==> src/rtl/core/spq_pkg.sv <==
// Package for the sorted priority queue: operation and status codes,
// and the structs passed between the top level and the storage cells.
// No dependencies.
`default_nettype none

package spq_pkg;

	localparam logic FUNC_ENQ = 1'b0;
	localparam logic FUNC_DEQ = 1'b1;

	localparam logic [1:0] ST_OK    = 2'd0;
	localparam logic [1:0] ST_FULL  = 2'd1;
	localparam logic [1:0] ST_EMPTY = 2'd2;

	// Operation broadcast to every cell in the accepted cycle.
	typedef struct packed {
		logic               enq;
		logic               deq;
		logic signed [31:0] item;
		logic signed [31:0] prio;
	} cmd_t;

	// What a cell shows to its neighbors.
	typedef struct packed {
		logic               ge;
		logic signed [31:0] item;
		logic signed [31:0] prio;
	} link_t;

endpackage

`default_nettype wire

==> src/rtl/core/spq_cell.sv <==
// One slot of the sorted priority queue: holds an item and its priority and
// loads from its upper neighbor, its lower neighbor or the new entry.
// Depends on spq_pkg.
`default_nettype none

module spq_cell import spq_pkg::*; #(
	parameter int INDEX = 0,
	parameter int CW    = 7
) (
	input  wire logic          clk,
	input  wire cmd_t          cmd,
	input  wire logic [CW-1:0] count,
	input  wire link_t         prev,
	input  wire link_t         next,
	output link_t              cur
);

	logic signed [31:0] item_q;
	logic signed [31:0] prio_q;
	logic               occ;

	// Held priorities are sorted and held slots form a prefix, so the ge flags
	// form a prefix too: the new entry lands at the first cell whose flag drops.
	assign occ      = count > CW'(INDEX);
	assign cur.ge   = occ && !(prio_q < cmd.prio);
	assign cur.item = item_q;
	assign cur.prio = prio_q;

	always_ff @(posedge clk) begin
		if (cmd.enq) begin
			if (!prev.ge) begin
				item_q <= prev.item;
				prio_q <= prev.prio;
			end else if (!cur.ge) begin
				item_q <= cmd.item;
				prio_q <= cmd.prio;
			end
		end else if (cmd.deq) begin
			item_q <= next.item;
			prio_q <= next.prio;
		end
	end

endmodule

`default_nettype wire

==> config.mk <==
export PLATFORM = sky130hd
export DESIGN_NAME = spq_cell
export DESIGN_NICKNAME = d
export VERILOG_FILES = /design/src/rtl/core/spq_pkg.sv /design/src/rtl/core/spq_cell.sv
export SDC_FILE = /design/constraint.sdc
export NUM_CORES = 1
export LEC_CHECK = 0
export BUFFER_PORTS_ARGS = -buffer_cell sky130_fd_sc_hd__buf_2
export CAP_MARGIN = 20
export CORE_MARGIN = 2
export CORE_UTILIZATION = 30
export DETAILED_ROUTE_END_ITERATION = 6
export PLACE_DENSITY = 0.56
export SYNTH_ARGS = -nofsm -noshare
export SYNTH_HDL_FRONTEND = slang
export SYNTH_SLANG_ARGS = --single-unit
==> constraint.sdc <==
create_clock -name clk -period 14.2 [get_ports clk]
set_clock_uncertainty 0.15 [all_clocks]
set_input_delay 2.84 -clock clk [delete_from_list [all_inputs] [get_ports clk]]
set_output_delay 2.84 -clock clk [all_outputs]
set_load 0.03 [all_outputs]
# Word-level counts from Yosys, hierarchy flattened
# Cells that the tools add are included.
# op_classes
magnitude_cmp,2
n_eq_ne,1
mux,8
n_reduce_logical,4
# ops
op,count
$mux W32,8
$lt A32 B32 Y1,1
$gt A7 B1 Y1 const B,1
$ne A3 B3 Y1 const B,1
$reduce_and A2 Y1,1
$reduce_bool A2 Y1,1
$logic_and A1 B1 Y1,1
$logic_not A1 Y1,1
# word_totals
reg_bits,64
elab_cells,17

# Longest topological paths before layout
# Gate-level depths: netlist of run 1.
# depth
word_depth,6
mapped_depth,8
ltp_nobuf,8

# Least setup slack after synthesis of run 1
# OpenSTA, ideal clock, no wires.
# synth_timing
path_kind,input to output
startpoint,in cmd[2] in the netlist's numbering
endpoint,out cur[64] in the netlist's numbering
arrival_ns,4.595
slack_ns,6.615
stages,8
cell_sequence,inv_1 ha_1 a211o_1 a31oi_1 o311a_1 o41ai_2 a31oi_1 mux2i_1
# synth_lines
item,line_no,rtl
"start, declared",spq_cell.sv:11,"input wire cmd_t cmd,"
"end, declared",spq_cell.sv:15,output link_t cur

==> results of run 1 <==
==> cells in the mapped netlist, drive strengths merged, types with 2 or more instances <==
master / instances / area (µm²)
nor2: 69 / 259
inv: 32 / 120
nand4: 5 / 52.6
o21ai: 4 / 20.0
edfxtp: 64 / 1920
nor4: 2 / 27.5
nand2: 12 / 45.0
nand3: 2 / 10.0
buf: 12 / 53.8
ha: 31 / 388
a21oi: 76 / 380
clkbuf: 10 / 37.5
a31oi: 2 / 12.5
mux2i: 65 / 651
==> state kept, by name, indices dropped and copies added (netlist names) <==
register / flops
item_q: 32
prio_q: 32
==> worst max-delay path by stage <==
stage | to | slack [ns]
after floorplan | cur[64] | 6.62
after global placement | cur[64] | 6.45
after detailed placement | cur[64] | 6.45
after CTS | cur[64] | 6.42
after global routing | cur[64] | 6.24
final | cur[64] | 6.48
==> routing by layer <==
| layer | vias to the layer above | global-route usage [%] | share of wire [%] |
|---|---|---|---|
| met5 | - | 0 | 0 |
| met4 | 0 | 8.43 | 2.5 |
| met3 | 18 | 6.16 | 9.7 |
| met1 | 1731 | 18.2 | 39 |
| met2 | 160 | 28.3 | 49 |
| li1 | 1969 | - | - |
==> layout by cell type (no fill, tap or decap), types with 3 or more instances in the layout <==
cell	synthesis	final
a21oi_1	76	76
nor2_1	69	69
o21ai_0	4	4
clkbuf_16	0	9
mux2i_1	65	65
buf_4	0	5
buf_2	7	265
nand4_1	3	3
inv_1	32	32
edfxtp_1	64	64
ha_1	31	31
nand2_1	12	12
==> critical path, stage by stage <==
cell and delay, ns:
buf_2 0.10, inv_1 0.05, ha_1 0.34, a21oi_1 0.19, nand2_1 0.10, a221oi_2 0.26
o211ai_1 0.19, a31oi_1 0.23, mux2i_1 0.20, buf_2 0.23
==> layout make-up <==
type                    count  area [µm²]  share of cell area (%)
multi-input cells         282        1980                    33.7
flip-flops and latches     64        1920                    32.6
repair buffers            270        1360                    23.2
clock buffers              11         233                    3.95
well taps                 176         220                    3.74
inverters                  32         120                    2.04
clock inverters             5        47.5                   0.807
==> logic make-up (layout without fill, tap and decap cells) <==
kind of cell,count (synthesis),count (layout),synth area share (%)
AO/OA/AOI/OAI,90,90,12.0
adder cells (fa/ha/maj),31,31,9.44
buffers and inverters,54,318,5.14
flip-flops,64,64,46.8
multiplexers,65,65,15.8
AND/OR/NAND/NOR,96,96,10.8
==> per-stage QoR <==
stage | cells | worst slack (ns) | hold slack (ns)
after floorplan | 400 | 6.62 | 1.54
after global placement | 824 | 6.45 | 1.08
after detailed placement | 824 | 6.45 | 1.10
after CTS | 840 | 6.42 | 1.13
after global routing | 840 | 6.24 | 1.17
final | 840 | 6.48 | 1.07
==> power breakdown <==
group	total, µW	internal, µW	leakage, µW	switching [µW]
combinational	185	67.8	0.00220	117
clock	214	134	0.000138	79.9
sequential	247	239	0.000630	8.26
total	646	441	0.00297	205
==> flow_summary.yaml, run 1 <==
timing:
  final.setup.tns_ns: 0
  final_max_slew_viol_count: 0
  setup_viol: 0
  tightest_slew_ns: 0.798
  rsz0062_at_grt: "no"
  hold_violations: 0
  max_freq_mhz: 130
  max-slew-margin-rel_pct: 46.8
  fin_crit_ns: 7.72
  finalCritPeriodShare_pct: 54.4
clock_tree:
  postCtsSetupBuffers: 0
  cts_resized: 0
  cts_buffers: 9
  clock-sinks: 64
  clkTransAtPathRegs_ns: 0.06
  cts_tree: "done"
  clock_latency_ns: 0.34
  htreeDepth: 3
  root_buffer: "clkbuf_16"
  hold_buffers: 0
  cts_buffer_depth: 2
synthesis:
  yosysUniqueCellTypes: 32
  synth_seq_cells: 64
  syn_area_um2: 4110
  synth_async_sr_flop_share_pct: 0
  synth_edf_count: 64
  syn_area_per_cell_um2: 10.3
  syn_inst: 400
  yosys_warnings: 0
  synth_flop_cell: "edfxtp_1"
  ys_seq_area_share_pct: 46.8
  synth_nets: 635
detailed_routing:
  drt-initial-drc-count: 97
  wire_per_inst_um: 14.5
  ant_nets: 0
  drcViolationCount: 0
  viasPerCell: 4.62
  routed-via-count: 3878
  firstDrtPassIters: 4
  drt_wl_total_um: 12200
die:
  start_util_pct: 30.9
  die_h_um: 121
  dieArea_um2: 14700
  rows: 42
  design.core.area_um2: 13300
  die_w_um: 121
  pin_count: 269
flow_run:
  drv_cap: 0
setup_path:
  start_kind: "primary input"
  r2r_start: "prio_q[31]"
  crit_arrival_ns: 4.73
  crit_type: "in2out"
  crit_path_start: "cmd[30]"
  cp_max_fo: 3
  worstReg2RegEnd: "prio_q[9]"
  required_ns: 11.21
  worstSetupEndpointType: "primary output"
  rrSetupSlack_ns: 10.48
  reg2reg_depth: 8
place:
  gp_congestion: 0.747
  dp_hpwl_um: 9570
  placed_cell_area_um2: 5610
  portBuffers: 267
global_routing:
  grt_use_total_pct: 16.7
  grt_max_degree: 71
  overflow: 0
  grt_pass1_vias: 3847
  grt_pass1_wl_um: 18700
  antenna_found_initial: 0
finish:
  final_area_um2: 5890
  nets: 894
  diodes: 0
  drive_gt1_share_pct: 43.5
  final_core_util_pct: 44.3
  area_growth_pct: 43.3
  fill_cells: 1336
power_and_ir_drop:
  p_leak_uw: 0.00297
  p_per_area_nw_per_um2: 110
  totalPowerFinal_uw: 646
  ir_drop_mv: 0.0641
min_path:
  worstHoldPathCells: 5
  min_from: "prio_q[16]"
  hp-class: "reg2reg"
  hold_path_end: "prio_q[30]"
outcome:
  status: "finished, final reports clean"
(Power assumes the default switching activity.)
==> run 2, diff against run 1 <==
PLACE_DENSITY = 0.59   (was 0.56)
clock period = 6.54 ns   (was 14.2 ns; I/O delays follow)
==> flow_summary.yaml, run 2 (synthesis results as in run 1) <==
finish:
  diodes: 0
  regArea_um2: 1920
  nets: 895
  drive_gt1_share_pct: 43.7
  fill_cells: 1333
  final_cell_mix: "buf_2 (265), a21oi_1 (76), nor2_1 (69)"
  area_growth_pct: 42.8
  final_common_cell: "buf_2"
  multi_input_area_um2: 1980
  top_regs: "item_q: 32 flops, prio_q: 32 flops"
setup_path:
  worstSetupEndpointType: "primary output"
  required_ns: 5.08
  cp_max_fo: 3
  critPathTopFamily: "compound AO/OA/AOI/OAI gates"
  cpPeakStageDelay_ns: 0.34
  crit_top_cell: "buf_2"
  crit_arrival_ns: 3.20
  crit_type: "in2out"
  path_buf_inv: 3
  cp_slowest_cell: "ha_1"
  start_kind: "primary input"
  rrSetupSlack_ns: 3.59
  path_cells: "buf_2 > inv_1 > ha_1 > a21oi_1 > nand2_1 > a221oi_2 > o211ai_1 > a31oi_1 > mux2i_1 > buf_2"
die:
  start_util_pct: 30.9
  rows: 42
  die_w_um: 121
  die_h_um: 121
  design.core.area_um2: 13300
  dieArea_um2: 14700
  pin_count: 269
clock_tree:
  cts_buffers: 9
  clkTransAtPathRegs_ns: 0.05
  cts_buffer_depth: 2
  clock_latency_ns: 0.32
  cts_tree: "done"
  root_buffer: "clkbuf_16"
  htreeDepth: 3
  clock-sinks: 64
  hold_buffers: 0
  cts_resized: 0
  postCtsSetupBuffers: 0
timing:
  finalCritPeriodShare_pct: 71.2
  tightest_slew_ns: 0.666
  final.setup.tns_ns: 0
  max_freq_mhz: 215
  final_max_slew_viol_count: 0
  max-slew-margin-rel_pct: 55.6
  whs_ns: 1.15
  rsz0062_at_grt: "no"
  hold_violations: 0
  setup_slack_ns: 1.89
  fin_crit_ns: 4.65
  setup_viol: 0
place:
  pre_cts_slack_ns: 1.84
  gp_congestion: 0.747
  portBuffers: 267
  dp_hpwl_um: 9350
detailed_routing:
  routed-via-count: 3860
  wire_per_inst_um: 13.9
  ant_nets: 0
  drcViolationCount: 0
  drt_wl_total_um: 11700
  drt-initial-drc-count: 91
  viasPerCell: 4.60
  firstDrtPassIters: 4
flow_run:
  drv_cap: 0
global_routing:
  grt_pass1_wl_um: 17900
  overflow: 0
  grt_max_degree: 74
  grt_pass1_vias: 3869
  antenna_found_initial: 0
  grt_use_total_pct: 15.6
power_and_ir_drop:
  p_per_area_nw_per_um2: 231
  totalPowerFinal_uw: 1360
  ir_drop_mv: 0.0952
  p_leak_uw: 0.00296
outcome:
  status: "finished, final reports clean"
min_path:
  hp-class: "in2reg"
run 2: cell types whose count changed in the layout (fill, tap and decap cells not counted):
cell        before  now
buf_4            5    6
bufinv_16        1    0
clkbuf_1         2    1
clkinvlp_4       0    1
run 2: path summary, 6_finish.rpt:
path / from / endpoint / depth (start not counted)
setup reg to reg: prio_q[31] / prio_q[29] / 8
setup / recovery: cmd[30] / cur[64] / 10
hold / removal: next[41] / item_q[9] / 3
hold reg to reg: prio_q[16] / prio_q[0] / 6
run 2: through the flow:
stage	cell area [µm²]	util, %	instances
floorplan	4110	-	400
global placement	5620	42.2	825
detailed placement	5620	42.2	825
CTS	5870	44.2	840
global route	5870	44.2	840
finish	5870	44.2	840
run 2: final cells by class:
| class | count | area share [%] |
|---|---|---|
| Multi-Input combinational cell | 282 | 33.8 |
| Sequential cell | 64 | 32.7 |
| Timing Repair Buffer | 271 | 23.4 |
| Clock buffer | 10 | 3.90 |
| Tap cell | 176 | 3.75 |
| Inverter | 32 | 2.05 |
| Clock inverter | 5 | 0.426 |
run 2: worst reg2reg max path: stages (launching register included):
cell and delay [ns]:
edfxtp_1 0.38, ha_1 0.42, nand4_2 0.18, nor4_4 0.38, nand2_1 0.10, o211ai_1 0.19
nor2_1 0.14, nor3b_4 0.21, buf_4 0.42
run 2: power by group:
part | switching [µW] | total (µW) | internal, µW
Sequential | 18.8 | 537 | 518
Combinational | 254 | 403 | 149
Clock | 167 | 417 | 250
run 2: metal layers:
| metal | GRT usage, % | vias to the layer above | wire [µm] |
|---|---|---|---|
| met5 | 0 | - | 0 |
| met4 | 4.36 | 0 | 100 |
| met3 | 4.75 | 6 | 982 |
| met2 | 27.7 | 164 | 5840 |
| met1 | 18.0 | 1714 | 4750 |
| li1 | - | 1976 | - |
==> run 3, diff against run 2 <==
PLACE_DENSITY = 0.56   (was 0.59)
clock period = 4.82 ns   (was 6.54 ns; I/O delays follow)
==> flow_summary.yaml, run 3 (synthesis results as in run 1) <==
die:
  pin_count: 269
  design.core.area_um2: 13300
  start_util_pct: 30.9
  rows: 42
  dieArea_um2: 14700
  die_w_um: 121
  die_h_um: 121
setup_path:
  cp_max_fo: 3
  worstSetupEndpointType: "primary output"
  rrSetupSlack_ns: 1.73
  critPathTopFamily: "compound AO/OA/AOI/OAI gates"
  cpPeakStageDelay_ns: 0.34
  crit_arrival_ns: 2.81
  crit_type: "in2out"
  path_cells: "buf_2 > inv_1 > ha_1 > a21oi_1 > nand2_1 > a221oi_2 > o211ai_1 > a31oi_1 > mux2i_1 > buf_2"
  path_buf_inv: 3
  start_kind: "primary input"
  required_ns: 3.71
  cp_slowest_cell: "ha_1"
  crit_top_cell: "buf_2"
global_routing:
  grt_use_total_pct: 16.3
  grt_pass1_vias: 3862
  overflow: 0
  antenna_found_initial: 0
  grt_pass1_wl_um: 18400
  grt_max_degree: 100
power_and_ir_drop:
  totalPowerFinal_uw: 1850
  p_per_area_nw_per_um2: 316
  p_leak_uw: 0.00296
  ir_drop_mv: 0.135
timing:
  max-slew-margin-rel_pct: 36.9
  max_freq_mhz: 255
  fin_crit_ns: 3.93
  final.setup.tns_ns: 0
  hold_violations: 0
  setup_slack_ns: 0.893
  setup_viol: 0
  rsz0062_at_grt: "no"
  tightest_slew_ns: 0.947
  finalCritPeriodShare_pct: 81.5
  final_max_slew_viol_count: 0
clock_tree:
  clock-sinks: 64
  clkTransAtPathRegs_ns: 0.06
  cts_buffers: 9
  cts_buffer_depth: 2
  cts_tree: "done"
  postCtsSetupBuffers: 0
  clock_latency_ns: 0.33
  hold_buffers: 0
  cts_resized: 0
  htreeDepth: 3
  root_buffer: "clkbuf_16"
detailed_routing:
  routed-via-count: 3850
  routed.top_layer: "met4"
  wire_per_inst_um: 14.6
  drt_wl_total_um: 12300
  met3WireLength_um: 1050
  wl_met1_um: 4960
  viasPerCell: 4.58
  firstDrtPassIters: 4
  drcViolationCount: 0
  route.met2.wl_um: 6000
  ant_nets: 0
  drt-initial-drc-count: 80
finish:
  nets: 895
  area_growth_pct: 42.8
  final_area_um2: 5870
  final_cell_mix: "buf_2 (265), a21oi_1 (76), nor2_1 (69)"
  top_regs: "item_q: 32 flops, prio_q: 32 flops"
  drive_gt1_share_pct: 43.7
  final_common_cell: "buf_2"
  diodes: 0
place:
  placed_cell_area_um2: 5620
  dp_hpwl_um: 9660
  gp_congestion: 0.751
  pre_cts_slack_ns: 0.891
  portBuffers: 267
min_path:
  hp-class: "in2reg"
flow_run:
  drv_cap: 0
outcome:
  status: "finished, final reports clean"
## run 3: final timing paths
check	startpoint	end	cells after the start
setup / recovery	cmd[30]	cur[64]	10
hold / removal	next[18]	prio_q[18]	3
hold reg to reg	prio_q[31]	item_q[2]	6
setup reg to reg	prio_q[31]	prio_q[10]	8
## run 3: cell type report
| class | count | area [µm²] |
|---|---|---|
| inverters | 32 | 120 |
| clock buffers | 10 | 229 |
| well taps | 176 | 220 |
| flip-flops and latches | 64 | 1920 |
| repair buffers | 271 | 1370 |
| clock inverters | 5 | 25.0 |
| multi-input cells | 282 | 1980 |
| fillers | 1329 | 7420 |
## run 3: per-stage QoR
stage          cells  util, %  hold WS, ns
2_1_floorplan    400        -         1.04
3_3_place_gp     825     42.2         1.13
3_5_place_dp     825     42.2         1.13
4_1_cts          840     44.2        0.788
5_1_grt          840     44.2        0.808
6_report         840     44.2        0.800
## run 3: worst min-delay path: stages
cell and delay, ns:
buf_2 0.07, nor2_1 0.03, a21oi_1 0.09
## run 3: layer usage
layer  vias to the layer above  track usage [%]
met5                         -                0
met4                         0             6.61
met3                        17             4.84
met2                       161             28.7
met1                      1695             18.3
li1                       1977                -
## run 3: where the power goes
part	internal, µW	total [µW]	switching (µW)
Combinational	201	548	347
Sequential	703	728	24.8
Clock	340	578	238
Total	1240	1850	610
